--- src/sv/assert_macros.svh ---
// assertion macros shared by the goal frame move profile rtl
// expects clk and rst_n in the scope of the module that uses them
`ifndef ASSERT_MACROS_SVH
`define ASSERT_MACROS_SVH

// condition holds at every clock edge out of reset
`define GFMP_ASSERT(lbl, expr) \
  lbl: assert property (@(posedge clk) disable iff (!rst_n) (expr)) \
    else $error("assertion failed");

// consequent holds in the same cycle as the antecedent
`define GFMP_ASSERT_IMPL(lbl, ante, cons) \
  lbl: assert property (@(posedge clk) disable iff (!rst_n) (ante) |-> (cons)) \
    else $error("assertion failed");

`endif

--- src/sv/gfmp_pkg.sv ---
// types, constants and helper functions for the goal frame move profile
// no dependencies; imported by every module of the block
package gfmp_pkg;

  localparam int CORDIC_STEPS = 16;
  localparam int STEP_W = $clog2(CORDIC_STEPS);
  localparam int VW = 30;
  localparam int ZW = 25;
  localparam int MAG_W = 28;
  localparam int QDEPTH = 2;
  localparam int QPTR_W = (QDEPTH > 1) ? $clog2(QDEPTH) : 1;
  localparam int QCNT_W = $clog2(QDEPTH + 1);
  localparam int DIV_NW = 31;
  localparam int DIV_DW = 16;
  localparam int DIV_CW = $clog2(DIV_NW);

  localparam logic [29:0] KINV_Q30 = 30'd652032874;

  typedef logic signed [VW-1:0] vec_t;
  typedef logic signed [ZW-1:0] zang_t;

  localparam zang_t DEG180 = 25'sd4608000;
  localparam zang_t DEG90 = 25'sd2304000;

  typedef enum logic [2:0] {
    CFG_ALLIANCE = 3'd0,
    CFG_REACH    = 3'd1,
    CFG_RAMP     = 3'd2,
    CFG_MIN      = 3'd3,
    CFG_MAX      = 3'd4,
    CFG_EFFORT   = 3'd5
  } cfg_idx_t;

  typedef enum logic {
    CM_ROTATE = 1'b0,
    CM_VECTOR = 1'b1
  } cmode_t;

  typedef struct packed {
    logic               yellow_seen;
    logic signed [15:0] yellow_bearing;
    logic [15:0]        yellow_range;
    logic               blue_seen;
    logic signed [15:0] blue_bearing;
    logic [15:0]        blue_range;
    logic signed [15:0] target_angle;
    logic [15:0]        target_range;
    logic signed [15:0] target_heading;
  } in_t;

  typedef struct packed {
    logic               profile_valid;
    logic signed [15:0] drive_bearing;
    logic [14:0]        drive_speed;
    logic signed [15:0] turn_rate;
    logic [15:0]        goal_separation;
    logic signed [15:0] front_angle;
  } out_t;

  typedef struct packed {
    logic        yellow_alliance;
    logic [15:0] reach_distance;
    logic [15:0] ramp_range;
    logic [14:0] min_speed;
    logic [14:0] max_speed;
    logic [14:0] rotation_effort;
  } cfg_t;

  typedef struct packed {
    logic               valid;
    logic signed [15:0] yellow_bearing;
    logic [15:0]        yellow_range;
    logic signed [15:0] blue_bearing;
    logic [15:0]        blue_range;
    logic signed [15:0] target_angle;
    logic [15:0]        target_range;
    logic signed [15:0] target_heading;
  } item_t;

  typedef struct packed {
    logic               start;
    cmode_t             mode;
    vec_t               x;
    vec_t               y;
    logic signed [16:0] ang;
    logic [15:0]        range;
  } cord_req_t;

  typedef struct packed {
    logic               done;
    vec_t               x;
    vec_t               y;
    logic signed [15:0] ang;
    logic [MAG_W-1:0]   mag;
  } cord_rsp_t;

  typedef struct packed {
    logic              start;
    logic [DIV_NW-1:0] num;
    logic [DIV_DW-1:0] den;
  } div_req_t;

  typedef struct packed {
    logic              done;
    logic [DIV_NW-1:0] quo;
  } div_rsp_t;

  // arctangent of 2^-i in 1/25600 degree
  function automatic logic [20:0] atan_at(input logic [4:0] idx);
    logic [20:0] v;
    case (idx)
      5'd0:  v = 21'd1152000;
      5'd1:  v = 21'd680065;
      5'd2:  v = 21'd359328;
      5'd3:  v = 21'd182400;
      5'd4:  v = 21'd91554;
      5'd5:  v = 21'd45822;
      5'd6:  v = 21'd22916;
      5'd7:  v = 21'd11459;
      5'd8:  v = 21'd5730;
      5'd9:  v = 21'd2865;
      5'd10: v = 21'd1432;
      5'd11: v = 21'd716;
      5'd12: v = 21'd358;
      5'd13: v = 21'd179;
      5'd14: v = 21'd90;
      5'd15: v = 21'd45;
      5'd16: v = 21'd22;
      5'd17: v = 21'd11;
      5'd18: v = 21'd6;
      5'd19: v = 21'd3;
      5'd20: v = 21'd1;
      5'd21: v = 21'd1;
      default: v = 21'd0;
    endcase
    return v;
  endfunction

  // one wrap step into -18000..18000 hundredths of a degree
  function automatic logic signed [15:0] wrap_cd(input logic signed [17:0] a);
    logic signed [17:0] w;
    w = a;
    if (w > 18'sd18000) begin
      w = w - 18'sd36000;
    end else if (w < -18'sd18000) begin
      w = w + 18'sd36000;
    end
    return w[15:0];
  endfunction

endpackage

--- src/sv/gfmp_front.sv ---
// front end: configuration registers, input acceptance and classification
// depends on gfmp_pkg
module gfmp_front (
  input  logic            clk,
  input  logic            rst_n,
  input  logic            start,
  input  gfmp_pkg::in_t   in_item,
  input  logic            q_full,
  input  logic            cfg_we,
  input  logic [2:0]      cfg_index,
  input  logic [15:0]     cfg_data,
  output logic            push,
  output gfmp_pkg::item_t push_item,
  output gfmp_pkg::cfg_t  cfg
);
  import gfmp_pkg::*;

  cfg_t cfg_r;

  always_ff @(posedge clk) begin
    if (!rst_n) begin
      cfg_r.yellow_alliance <= 1'b0;
      cfg_r.reach_distance  <= 16'd80;
      cfg_r.ramp_range      <= 16'd800;
      cfg_r.min_speed       <= 15'd6554;
      cfg_r.max_speed       <= 15'd32767;
      cfg_r.rotation_effort <= 15'd4500;
    end else if (cfg_we) begin
      case (cfg_index)
        CFG_ALLIANCE: cfg_r.yellow_alliance <= cfg_data[0];
        CFG_REACH:    cfg_r.reach_distance  <= cfg_data;
        CFG_RAMP:     cfg_r.ramp_range      <= cfg_data;
        CFG_MIN:      cfg_r.min_speed       <= cfg_data[14:0];
        CFG_MAX:      cfg_r.max_speed       <= cfg_data[14:0];
        CFG_EFFORT:   cfg_r.rotation_effort <= cfg_data[14:0];
        default: ;
      endcase
    end
  end

  assign cfg = cfg_r;
  assign push = start && !q_full;

  always_comb begin
    push_item.valid          = in_item.yellow_seen && in_item.blue_seen;
    push_item.yellow_bearing = in_item.yellow_bearing;
    push_item.yellow_range   = in_item.yellow_range;
    push_item.blue_bearing   = in_item.blue_bearing;
    push_item.blue_range     = in_item.blue_range;
    push_item.target_angle   = in_item.target_angle;
    push_item.target_range   = in_item.target_range;
    push_item.target_heading = in_item.target_heading;
  end

endmodule

--- config.mk ---
export PLATFORM = sky130hd
export DESIGN_NAME = gfmp_front
export DESIGN_NICKNAME = d
export VERILOG_FILES = /design/src/sv/assert_macros.svh /design/src/sv/gfmp_pkg.sv /design/src/sv/gfmp_front.sv
export SDC_FILE = /design/constraint.sdc
export NUM_CORES = 1
export LEC_CHECK = 0
export ABC_CLOCK_PERIOD_IN_PS = 1100
export BUFFER_PORTS_ARGS = -buffer_cell sky130_fd_sc_hd__buf_4
export CORE_AREA = 2 2 128 130
export DETAILED_ROUTE_END_ITERATION = 16
export DIE_AREA = 0 0 130 132
export HOLD_SLACK_MARGIN = 0.12
export PLACE_DENSITY = 0.63
export SLEW_MARGIN = 25
export SYNTH_ARGS = -nofsm -noshare
export SYNTH_HDL_FRONTEND = slang
export SYNTH_SLANG_ARGS = --single-unit
--- constraint.sdc ---
create_clock -name clk -period 1.1 [get_ports clk]
set_input_delay 0.165 -clock clk [delete_from_list [all_inputs] [get_ports clk]]
set_output_delay 0.165 -clock clk [all_outputs]
set_load 0.01 [all_outputs]
==> run_results.csv <==
group,metric,value,unit
clocking,post_cts_buffers,0,
critical_path,r2r-end,"cfg[54]$_SDFFE_PN1P_",
sta,worst_pin_slew,0.324,ns
clocking,cts_made_buffers,9,
final_layout,largest_reg_flops,78,
worst_hold_path,min_path_type,"in -> reg",
global_routing,use_met1,0.136,
final_layout,drive_above_1_share,0.335,
flow_run,cap_violations,0,
power,power.density,1420,nW/um^2
clocking,cts_tree,"built",
status,outcome,"completed",
yosys,yosysWarningCount,0,
yosys,synthesis.nets,546,
global_routing,globalRouteOverflowTotal,0,
yosys,synth_area_per_cell,9.66,um^2
global_routing,grt_util_met2,0.185,
routing,dr.pass1.iters,4,
worst_hold_path,holdPathEnd,"cfg[67]$_SDFFE_PN1P_",
clocking,cts_max_path_buffers,2,
yosys,yosysTopAreaCell,"dfxtp_1",
clocking,ctsRootBufferMaster,"clkbuf_16",
critical_path,slowest_stage,"dfxtp_1",
routing,num_vias,2552,
routing,drcViolationCount,0,
routing,routed_wl,10400,um
worst_hold_path,hold_depth,3,
critical_path,path_class,"reg -> out",
floorplanning,core-area,15700,um^2
placement,portBuffers,105,
sta,maxSlewHeadroom,0.781,
critical_path,path_cells,"buf_4",
placement,place.gp.congestion,0.748,
yosys,synthDistinctLibCells,17,
clocking,cts_sinks,78,
critical_path,crit_arrival,0.85,ns
floorplanning,dieHeight,132,um
final_layout,layout_common_cells,"116 x buf_4, 78 x mux2i_1, 78 x dfxtp_1, 62 x nand2_1, 48 x nor2b_1",
critical_path,reg2reg_from,"cfg[54]$_SDFFE_PN1P_",
sta,finClkSkew,0,ns
final_layout,antennaDiodeCount,0,
global_routing,grt_pass1_vias,2712,
critical_path,path_buf_inv,1,
sta,layout_min_cycle_time,1.01,ns
critical_path,startpoint_type,"register",
sta,post-route-period-util,0.919,
final_layout,fill_cells,1620,
floorplanning,rows,46,
critical_path,reg2reg_depth,2,
global_routing,grt_max_degree,32,
yosys,ys_top_cells_by_area,"dfxtp_1 40%, buf_4 22%, mux2i_1 20%, nor2b_1 7.6%, nand2_1 5.9%",
power,vdd_drop_max,0.626,mV
sta,final-setup-viol-count,0,
critical_path,critical-path-top-delay-family,"flip-flops",
sta,slew_violations,0,
final_layout,final_common_cell,"buf_4",
global_routing,top_usage_layer,"met2",
routing,drt_iter0_markers,49,
critical_path,r2r_slack,0.45,ns
final_layout,multi_input_area,1410,um^2
final_layout,nNetsFinal,554,
yosys,yosysTopAreaCellShare,0.396,
global_routing,antenna_found_initial,0,
global_routing,met3_usage,0.0564,
sta,clock.fmax,0.989,GHz
sta,fin_setup_tns,0,ns
yosys,syn_area,3940,um^2
placement,hpwl,8080,um
power,finalPower,6550,uW
routing,via_per_inst,4.01,
critical_path,crit_required,0.94,ns
floorplanning,die_x,130,um
clocking,cts.clk_slew.worst_paths,0.06,ns
global_routing,grt_pass1_wl,15400,um
yosys,ys_seq_elements,78,
power,p_leak,0.00211,uW
floorplanning,initial_utilization,0.251,
sta,hold_violations,0,
critical_path,cpPeakStageDelay,0.37,ns
floorplanning,die-area,17200,um^2
clocking,clk_latency,0.33,ns
routing,wl_per_cell,16.3,um
yosys,synthCells,408,
sta,rsz0062_at_grt,"no",
placement,place_area,4230,um^2
clocking,cts.htree.levels,3,
yosys,ys_seq_area_frac,0.396,
final_layout,area_delta_synth_final,17.4,%
critical_path,cp-end-kind,"primary output",
floorplanning,io-pin-count,330,
global_routing,grt_usage,0.119,
final_layout,stdcell_area,4620,um^2
routing,final_antenna_net_count,0,
worst_hold_path,holdCritStartpoint,"cfg_data[6]",
final_layout,register_area,1560,um^2
critical_path,worst-path-max-fanout,2,
[cell type report]
class	instances	share of cell area
Clock buffer	11	0.0547
Sequential cell	78	0.338
Tap cell	216	0.0584
Timing Repair Buffer	130	0.232
Clock inverter	5	0.0124
Multi-Input combinational cell	197	0.305
[synth_stat cells]
library cell / n
buf_4: 114
dfxtp_1: 78
mux2i_1: 78
nand2_1: 62
nor2b_1: 48
clkbuf_1: 10
buf_2: 5
buf_6: 3
nand4bb_1: 2
and2_1: 1
and4b_2: 1
and4bb_1: 1
and4bb_2: 1
buf_8: 1
nand4b_1: 1
nand4b_2: 1
nor4b_1: 1
[cell families (layout without fill, tap and decap cells)]
| logic type | count (synthesis) | in the layout | share of synthesized area |
|---|---|---|---|
| multiplexers | 78 | 78 | 0.198 |
| buffers and inverters | 133 | 146 | 0.245 |
| AND/OR/NAND/NOR | 119 | 119 | 0.160 |
| flip-flops | 78 | 78 | 0.396 |
[through the flow]
| stage | instances | setup slack, ns | utilization | hold slack (ns) |
|---|---|---|---|---|
| 2_1_floorplan | 408 | 0.131 | - | 0.304 |
| 3_3_place_gp | 613 | 0.0248 | 0.269 | 0.330 |
| 3_5_place_dp | 613 | 0.00529 | 0.269 | 0.330 |
| 4_1_cts | 637 | 0.0591 | 0.294 | 0.121 |
| 5_1_grt | 637 | 0.0553 | 0.294 | 0.132 |
| 6_report | 637 | 0.0893 | 0.294 | 0.135 |
[power by group]
group          switching [uW]  internal, uW  total [uW]
combinational             279           309         588
sequential               37.0          2890        2930
clock                    1160          1880        3040
total                    1480          5070        6550
[worst min-delay path, stage by stage]
cell     delay [ns]
buf_4          0.09
nor2b_1        0.06
mux2i_1        0.11
[worst max path at each step]
| stage | start | endpoint | slack, ns | depth (start not counted) |
|---|---|---|---|---|
| after floorplan | rst_n | cfg[58]$_SDFFE_PN0P_ | 0.13 | 5 |
| after global placement | cfg_index[2] | cfg[54]$_SDFFE_PN1P_ | 0.02 | 4 |
| after detailed placement | cfg_index[2] | cfg[50]$_SDFFE_PN1P_ | 0.005 | 4 |
| after CTS | cfg[28]$_SDFFE_PN1P_ | cfg[28] | 0.06 | 1 |
| after global routing | cfg[28]$_SDFFE_PN1P_ | cfg[28] | 0.06 | 1 |
| final | cfg[2]$_SDFFE_PN1P_ | cfg[2] | 0.09 | 1 |
[metal layers]
metal,wire [um],vias to the layer above
li1,-,1214
met1,4240,1160
met2,4760,131
met3,1030,47
met4,322,0
met5,0,-
[what timing repair did]
action	in CTS	in global routing
resized for setup	0	0
endpoints found under the hold margin	12	0
hold buffers	8	0
Note: power is estimated with default switching activity, not from simulation.
