<file path="config.mk">
export PLATFORM = sky130hd
export DESIGN_NAME = gfmp_queue
export DESIGN_NICKNAME = d
export VERILOG_FILES = /design/src/sv/gfmp_pkg.sv /design/src/sv/gfmp_queue.sv
export VERILOG_INCLUDE_DIRS = /design/src /design/src/sv
export SDC_FILE = /design/constraint.sdc
export NUM_CORES = 1
export LEC_CHECK = 0
export ABC_AREA = 1
export BUFFER_PORTS_ARGS = -buffer_cell sky130_fd_sc_hd__buf_2
export CORE_MARGIN = 1.5
export CORE_UTILIZATION = 50
export CTS_BUF_LIST = sky130_fd_sc_hd__clkbuf_4
export CTS_CLUSTER_DIAMETER = 40
export DETAILED_ROUTE_END_ITERATION = 16
export PLACE_DENSITY = 0.87
export SLEW_MARGIN = 15
export SYNTH_ARGS = -nofsm -noshare
export SYNTH_HDL_FRONTEND = slang
export SYNTH_SLANG_ARGS = --single-unit
</file>
<file path="constraint.sdc">
create_clock -name clk -period 15.1 [get_ports clk]
set_input_delay 0 -clock clk [delete_from_list [all_inputs] [get_ports clk]]
set_output_delay 0 -clock clk [all_outputs]
set_load 0.05 [all_outputs]
</file>
<file path="src/sv/assert_macros.svh">
// assertion macros shared by the goal frame move profile rtl
// expects clk and rst_n in the scope of the module that uses them
`ifndef ASSERT_MACROS_SVH
`define ASSERT_MACROS_SVH

// condition holds at every clock edge out of reset
`define GFMP_ASSERT(lbl, expr) \
  lbl: assert property (@(posedge clk) disable iff (!rst_n) (expr)) \
    else $error("assertion failed");

// consequent holds in the same cycle as the antecedent
`define GFMP_ASSERT_IMPL(lbl, ante, cons) \
  lbl: assert property (@(posedge clk) disable iff (!rst_n) (ante) |-> (cons)) \
    else $error("assertion failed");

`endif

</file>
<file path="src/sv/gfmp_pkg.sv">
// types, constants and helper functions for the goal frame move profile
// no dependencies; imported by every module of the block
package gfmp_pkg;

  localparam int CORDIC_STEPS = 16;
  localparam int STEP_W = $clog2(CORDIC_STEPS);
  localparam int VW = 30;
  localparam int ZW = 25;
  localparam int MAG_W = 28;
  localparam int QDEPTH = 2;
  localparam int QPTR_W = (QDEPTH > 1) ? $clog2(QDEPTH) : 1;
  localparam int QCNT_W = $clog2(QDEPTH + 1);
  localparam int DIV_NW = 31;
  localparam int DIV_DW = 16;
  localparam int DIV_CW = $clog2(DIV_NW);

  localparam logic [29:0] KINV_Q30 = 30'd652032874;

  typedef logic signed [VW-1:0] vec_t;
  typedef logic signed [ZW-1:0] zang_t;

  localparam zang_t DEG180 = 25'sd4608000;
  localparam zang_t DEG90 = 25'sd2304000;

  typedef enum logic [2:0] {
    CFG_ALLIANCE = 3'd0,
    CFG_REACH    = 3'd1,
    CFG_RAMP     = 3'd2,
    CFG_MIN      = 3'd3,
    CFG_MAX      = 3'd4,
    CFG_EFFORT   = 3'd5
  } cfg_idx_t;

  typedef enum logic {
    CM_ROTATE = 1'b0,
    CM_VECTOR = 1'b1
  } cmode_t;

  typedef struct packed {
    logic               yellow_seen;
    logic signed [15:0] yellow_bearing;
    logic [15:0]        yellow_range;
    logic               blue_seen;
    logic signed [15:0] blue_bearing;
    logic [15:0]        blue_range;
    logic signed [15:0] target_angle;
    logic [15:0]        target_range;
    logic signed [15:0] target_heading;
  } in_t;

  typedef struct packed {
    logic               profile_valid;
    logic signed [15:0] drive_bearing;
    logic [14:0]        drive_speed;
    logic signed [15:0] turn_rate;
    logic [15:0]        goal_separation;
    logic signed [15:0] front_angle;
  } out_t;

  typedef struct packed {
    logic        yellow_alliance;
    logic [15:0] reach_distance;
    logic [15:0] ramp_range;
    logic [14:0] min_speed;
    logic [14:0] max_speed;
    logic [14:0] rotation_effort;
  } cfg_t;

  typedef struct packed {
    logic               valid;
    logic signed [15:0] yellow_bearing;
    logic [15:0]        yellow_range;
    logic signed [15:0] blue_bearing;
    logic [15:0]        blue_range;
    logic signed [15:0] target_angle;
    logic [15:0]        target_range;
    logic signed [15:0] target_heading;
  } item_t;

  typedef struct packed {
    logic               start;
    cmode_t             mode;
    vec_t               x;
    vec_t               y;
    logic signed [16:0] ang;
    logic [15:0]        range;
  } cord_req_t;

  typedef struct packed {
    logic               done;
    vec_t               x;
    vec_t               y;
    logic signed [15:0] ang;
    logic [MAG_W-1:0]   mag;
  } cord_rsp_t;

  typedef struct packed {
    logic              start;
    logic [DIV_NW-1:0] num;
    logic [DIV_DW-1:0] den;
  } div_req_t;

  typedef struct packed {
    logic              done;
    logic [DIV_NW-1:0] quo;
  } div_rsp_t;

  // arctangent of 2^-i in 1/25600 degree
  function automatic logic [20:0] atan_at(input logic [4:0] idx);
    logic [20:0] v;
    case (idx)
      5'd0:  v = 21'd1152000;
      5'd1:  v = 21'd680065;
      5'd2:  v = 21'd359328;
      5'd3:  v = 21'd182400;
      5'd4:  v = 21'd91554;
      5'd5:  v = 21'd45822;
      5'd6:  v = 21'd22916;
      5'd7:  v = 21'd11459;
      5'd8:  v = 21'd5730;
      5'd9:  v = 21'd2865;
      5'd10: v = 21'd1432;
      5'd11: v = 21'd716;
      5'd12: v = 21'd358;
      5'd13: v = 21'd179;
      5'd14: v = 21'd90;
      5'd15: v = 21'd45;
      5'd16: v = 21'd22;
      5'd17: v = 21'd11;
      5'd18: v = 21'd6;
      5'd19: v = 21'd3;
      5'd20: v = 21'd1;
      5'd21: v = 21'd1;
      default: v = 21'd0;
    endcase
    return v;
  endfunction

  // one wrap step into -18000..18000 hundredths of a degree
  function automatic logic signed [15:0] wrap_cd(input logic signed [17:0] a);
    logic signed [17:0] w;
    w = a;
    if (w > 18'sd18000) begin
      w = w - 18'sd36000;
    end else if (w < -18'sd18000) begin
      w = w + 18'sd36000;
    end
    return w[15:0];
  endfunction

endpackage

</file>
<file path="src/sv/gfmp_queue.sv">
// short item queue between the front end and the back end
// depends on gfmp_pkg and assert_macros.svh
`include "assert_macros.svh"
module gfmp_queue (
  input  logic            clk,
  input  logic            rst_n,
  input  logic            push,
  input  gfmp_pkg::item_t push_item,
  input  logic            pop,
  output gfmp_pkg::item_t head_item,
  output logic            full,
  output logic            empty
);
  import gfmp_pkg::*;

  item_t              entries_r [QDEPTH];
  logic [QPTR_W-1:0]  wr_ptr_r;
  logic [QPTR_W-1:0]  rd_ptr_r;
  logic [QCNT_W-1:0]  count_r;

  function automatic logic [QPTR_W-1:0] ptr_inc(input logic [QPTR_W-1:0] p);
    return (p == QPTR_W'(QDEPTH - 1)) ? '0 : p + 1'b1;
  endfunction

  always_ff @(posedge clk) begin
    if (push) begin
      entries_r[wr_ptr_r] <= push_item;
    end
  end

  always_ff @(posedge clk) begin
    if (!rst_n) begin
      wr_ptr_r <= '0;
      rd_ptr_r <= '0;
      count_r  <= '0;
    end else begin
      if (push) begin
        wr_ptr_r <= ptr_inc(wr_ptr_r);
      end
      if (pop) begin
        rd_ptr_r <= ptr_inc(rd_ptr_r);
      end
      if (push && !pop) begin
        count_r <= count_r + 1'b1;
      end else if (pop && !push) begin
        count_r <= count_r - 1'b1;
      end
    end
  end

  assign head_item = entries_r[rd_ptr_r];
  assign full  = (count_r == QCNT_W'(QDEPTH));
  assign empty = (count_r == '0);

  `GFMP_ASSERT(a_q_no_overflow, !(push && full && !pop))
  `GFMP_ASSERT(a_q_no_underflow, !(pop && empty))

endmodule

</file>
==> key figures, run 1 <==
Pwr
  – Sw Pwr: 0.000400 W
  – Peak VDD IR: 77.7 uV
  – Sw Share: 27.2%
  – Clock Power Share: 31.5%
  – P_leak: 4.76 nW
  – Int Pwr: 0.00107 W
  – Pwr dens: 124 nW/um^2
  – Total power: 0.00147 W
  – Part of the power in combinational logic: 16.9%
  – Portion of total power attributed to sequential cells: 51.6%

Clocking
  – Worst-Skew Late Latency: 0.61 ns
  – Clock transition at path regs: 0.06 ns
  – Num CTS Buffers: 55
  – Sinks on the clock net: 231
  – CTS root buffer: clkbuf_4
  – Bufs on Longest Clock Path: 3
  – Post_cts resized: 0
  – CTS tree: yes
  – H-tree depth: 2
  – Post-CTS Hold Buffers: 119
  – Post-CTS Setup Inserts: 0

STA
  – Fmax: 320 MHz
  – Hold Fails Final Rpt: 0
  – Unrepaired setup endpoints after global routing: no
  – Fin crit share: 20.7%
  – Slew HR: 22.4%
  – Fin crit period: 3.13 ns
  – Setup violations, final: 0
  – Worst-margin pin slew: 1.16 ns
  – Total negative slack: 0 ns
  – Clock Skew: 0.0186 ns
  – Final Max Tran Viols: 0

Drt
  – Antenna Violating Nets Remaining: 0
  – Starting DRT DRC Count: 226
  – First drt pass iteration count: 6
  – Routed wire length: 18.7 mm
  – Residual DRC: 0
  – Detailed-route via count: 5,055
  – DR vias/cell: 4.84
  – WL/cell: 17.9 um

Synthesis
  – Distinct cells, synth: 15
  – Syn_nets: 505
  – Mapped Area: 8670 sq um
  – Yosys warning count: 0
  – Syn Inst Count: 387
  – Number of synthesized register bits: 231
  – Syn avg cell area: 22.4 sq um
  – Sequential share of the synthesized area: 79.4%

Placement
  – Post-Place Cells: 828
  – IO Port Bufs: 231
  – RePlAce Congestion: 0.747
  – DP HPWL: 10.5 mm

Floorplan
  – Core ar.: 16,800 sq um
  – Die X: 135 um
  – Number of top-level pins: 232
  – Die area: 18,100 sq um
  – Row cnt: 47
  – Die H: 135 um
  – Starting Density: 51.8%

Setup path
  – Largest fanout on the critical path: 61
  – Worst Path Required: 15.10 ns
  – Beginning of the worst register-to-register path: wr_ptr_r
  – Reg-to-reg slack, setup: 12.56 ns
  – Worst reg2reg path depth: 2
  – Type of origin of the critical path: register
  – CP Capture Type: primary output
  – WP data arrival: 3.13 ns
  – Worst Path Class, Setup: register to primary output
  – Reg2reg end: entries_r[0][6]
  – Setup crit end: head_item[99]

GRT
  – Initial antenna violation count: 2
  – Grt total ovfl: 0
  – Number of global-route vias before repair: 5,585
  – Grt met3 use: 6.46%
  – Busiest grt layer: met2
  – Total GRT Usage: 20.5%
  – M2 GR Usage: 37.3%
  – Largest net degree at the start of global routing: 85
  – First-pass GRT wire length: 28.2 mm
  – GRT met1 Usage: 22.5%

Job
  – MaxCap Viol Count: 0

Layout
  – Synth-to-Final Area Change: 36.8%
  – Layout cells sized above 1: 52.2%
  – Final core occ: 70.8%
  – Fillers: 1,007
  – Non-filler cells, final: 1,044
  – Final net count: 902

Outcome
  – Status: finished, final reports clean

Worst hold path
  – Hold path depth: 2
  – HP Class: primary input to register
==> power groups by stage <==
stage,Combinational (W),Sequential (W),Clock [W]
finish,0.000248,0.000757,0.000463
floorplan,0.000174,0.000766,0
global route,0.000259,0.000759,0.000511
global placement,0.000217,0.000768,0
detailed placement,0.000222,0.000770,0
CTS,0.000247,0.000757,0.000474
==> synthesized netlist by cell type, drive strengths merged <==
library cell | count | area (sq um)
edfxtp | 226 | 6790
mux2 | 113 | 1540
buf | 13 | 125
nor2 | 9 | 33.8
inv | 8 | 30.0
nand2 | 8 | 30.0
dfxtp | 5 | 100
a21oi | 1 | 5.00
ha | 1 | 12.5
nand3 | 1 | 5.00
nand4 | 1 | 6.26
o21ai | 1 | 5.00
==> state kept, by name, indices dropped and copies added (netlist names), named ones only <==
name       flops
count_r        2
entries_r    226
rd_ptr_r       1
wr_ptr_r       1
==> stage by stage <==
step           hold WS (ns)  cell area [sq um]  setup WS [ns]
6_report              0.106              11900          11.97
5_1_grt              0.0223              11900          11.74
3_5_place_dp          0.191              10000          12.53
3_3_place_gp          0.187              10000          12.62
4_1_cts              0.0168              11900          11.87
2_1_floorplan        0.0989               8670           9.50
==> placed cells by master, fill, tap and decap left out <==
| master | n |
|---|---|
| buf_2 | 231 |
| edfxtp_1 | 226 |
| dlygate4sd3_1 | 119 |
| clkbuf_4 | 78 |
| mux2_4 | 70 |
| mux2_2 | 43 |
| clkinv_1 | 16 |
| nor2_1 | 8 |
| nand2_1 | 8 |
| inv_1 | 7 |
| dfxtp_1 | 4 |
| buf_4 | 3 |
| diode_2 | 2 |
| inv_4 | 1 |
| nor2_4 | 1 |
| o21ai_0 | 1 |
| a21oi_1 | 1 |
| nand3_1 | 1 |
| nand4_1 | 1 |
| ha_1 | 1 |
| dfxtp_4 | 1 |
| clkinv_2 | 1 |
==> cell type report <==
class,count,area [sq um],share of cell area [%]
clock inverters,17,65.1,0.548
multi-input cells,135,1640,13.8
inverters,8,32.5,0.274
clock buffers,78,586,4.94
diodes,2,5.00,0.0422
well taps,220,275,2.32
repair buffers,353,2370,20.0
flip-flops and latches,231,6890,58.1
==> worst max-delay path, stage by stage (launching register included) <==
cell and delay (ns):
dfxtp_4 0.90, buf_4 0.94, mux2_2 0.43, buf_2 0.22
==> worst min-delay path by stage <==
stage,startpoint,endpoint,slack [ns]
floorplan,push_item[0],entries_r[0][0],0.1
global placement,push_item[51],entries_r[1][51],0.19
detailed placement,push_item[19],entries_r[1][19],0.19
CTS,push_item[19],entries_r[0][19],0.02
global route,push_item[12],entries_r[1][12],0.02
finish,push_item[6],entries_r[0][6],0.11
==> routing by layer <==
metal,vias up,wire length [um]
met5,-,0
met4,0,250
met3,24,1410
met2,235,10000
met1,2454,7030
li1,2342,-
==> cells by family (layout without fill, tap and decap cells) <==
kind of cell	after synthesis	after routing	share of synthesized area, %
AOI/OAI and AO/OA	2	2	0.115
adders and majority gates	1	1	0.144
buffers and inverters	21	456	1.79
DFF	231	231	79.4
muxes	113	113	17.7
other	0	2	0
and+or+nand+nor	19	19	0.865
Note: power is estimated with default switching activity, not from simulation.
==> run 2: changes to the inputs <==
clock period = 3 ns   (was 15.1 ns; I/O delays follow)
==> run 2 against run 1 <==
Compared with the run above: non-clock buffer count increased by 5; worst setup slack got worse by 11 ns; critical path depth unchanged; final cell count about the same; wire length increased by 2.1%; sequential share of layout area decreased by 0.43 points; highest routed layer unchanged; total power increased to 5.1 times the previous value; first-iteration DRC count increased by 1.8%; critical path type unchanged.
==> key figures, run 2 (synthesis gave the netlist of run 1 again) <==
Outcome
  – Status: finished, final reports clean

Setup path
  – WP data arrival: 2.44 ns
  – Reg-to-reg slack, setup: 1.25 ns
  – Worst Path Class, Setup: register to primary output
  – CP Capture Type: primary output
  – Reg2reg end: entries_r[1][30]
  – Beginning of the worst register-to-register path: wr_ptr_r
  – Setup crit end: head_item[0]
  – Worst reg2reg path depth: 3
  – Largest fanout on the critical path: 41
  – Type of origin of the critical path: register
  – Worst Path Required: 3.00 ns

Clocking
  – CTS root buffer: clkbuf_4
  – Bufs on Longest Clock Path: 3
  – Clock transition at path regs: 0.08 ns
  – Sinks on the clock net: 231
  – CTS tree: yes
  – H-tree depth: 2
  – Worst-Skew Late Latency: 0.64 ns
  – Post-CTS Setup Inserts: 0
  – Num CTS Buffers: 55

Drt
  – Routed wire length: 19.1 mm
  – Starting DRT DRC Count: 230
  – DR vias/cell: 4.92
  – Residual DRC: 0
  – First drt pass iteration count: 4
  – Detailed-route via count: 5,144
  – WL/cell: 18.3 um
  – Antenna Violating Nets Remaining: 0

STA
  – Slew HR: 53.2%
  – Setup violations, final: 0
  – Fmax: 410 MHz
  – Final Max Tran Viols: 0
  – Fin crit share: 81.4%
  – Fin crit period: 2.44 ns
  – Clock Skew: 0.0310 ns
  – Hold Fails Final Rpt: 0
  – Worst-margin pin slew: 0.702 ns
  – Total negative slack: 0 ns
  – Unrepaired setup endpoints after global routing: no

Placement
  – IO Port Bufs: 231
  – RePlAce Congestion: 0.742
  – DP HPWL: 11.1 mm

GRT
  – Number of global-route vias before repair: 5,673
  – M2 GR Usage: 39.0%
  – Total GRT Usage: 21.0%
  – Busiest grt layer: met2
  – GRT met1 Usage: 22.1%
  – Largest net degree at the start of global routing: 57
  – Grt met3 use: 6.08%
  – Initial antenna violation count: 1
  – Grt total ovfl: 0
  – First-pass GRT wire length: 28.6 mm

Worst hold path
  – HP Class: primary input to register
  – Hold Crit Start: push_item[62]

Layout
  – Top flop regs: entries_r (226), count_r (2)
  – Final net count: 907
  – Final core occ: 71.3%
  – Top reg by flops: entries_r
  – Leading cell type in the layout, fill and taps excluded: buf_2
  – Max reg flops: 226
  – Commonest cells after routing, fill and taps aside: 231 x buf_2, 226 x edfxtp_1, 117 x dlygate4sd3_1
  – Synth-to-Final Area Change: 37.8%
  – Layout cells sized above 1: 53.4%

Pwr
  – Peak VDD IR: 492 uV
  – Pwr dens: 623 nW/um^2
  – P_leak: 4.80 nW

Floorplan
  – Die X: 135 um
  – Core ar.: 16,800 sq um
  – Die area: 18,100 sq um
  – Row cnt: 47
  – Die H: 135 um
  – Number of top-level pins: 232
  – Starting Density: 51.8%

Job
  – MaxCap Viol Count: 0
## run 2: cell type report
cell class,instances,area [sq um]
Fill cell,987,4810
Tap cell,220,275
Clock inverter,9,33.8
Sequential cell,231,6890
Timing Repair Buffer,358,2450
Inverter,8,33.8
Multi-Input combinational cell,135,1640
Antenna cell,1,2.50
Clock buffer,83,623
## run 2: report_power, final
group	switching [W]	internal [W]	leakage (nW)
clock	0.00113	0.00125	0.396
combinational	0.000813	0.000458	2.24
sequential	0.0000684	0.00374	2.16
total	0.00201	0.00544	4.80
## run 2: worst max-delay path: stages, from the launching register on
cell and delay, ns:
dfxtp_4 0.80, buf_4 0.39, mux2_2 0.38, buf_2 0.22
## run 2: how the worst min path moves through the flow
stage          slack [ns]                end  depth (start not counted)
2_1_floorplan         0.1    entries_r[0][0]                          0
3_3_place_gp         0.19  entries_r[1][110]                          1
3_5_place_dp         0.19    entries_r[0][6]                          1
4_1_cts             0.008   entries_r[0][62]                          2
5_1_grt              0.02   entries_r[0][60]                          2
6_report              0.1   entries_r[0][62]                          2
## run 2: repair_timing
action	in CTS	in global routing
hold endpoints to repair	240	0
resized for setup	0	0
hold buffers	117	0
setup endpoints to repair	0	0
## run 2: routing by layer
layer  share of wire, %  vias to the layer above
met4                3.0                        0
met3                6.8                       50
met1                 36                     2480
met5                  0                        -
met2                 54                      259
li1                   -                     2355
## run 2: stage by stage
step                power, W  instance area, sq um  worst slack [ns]  hold slack [ns]  std cells
detailed placement   0.00501                 10100              1.20            0.191        835
global placement     0.00497                 10100              1.26            0.187        835
finish               0.00745                 12000             0.559           0.0954       1045
CTS                  0.00748                 11900             0.476          0.00783       1044
floorplan            0.00472                  8690             0.502           0.0989        387
global route         0.00774                 12000             0.398           0.0159       1045
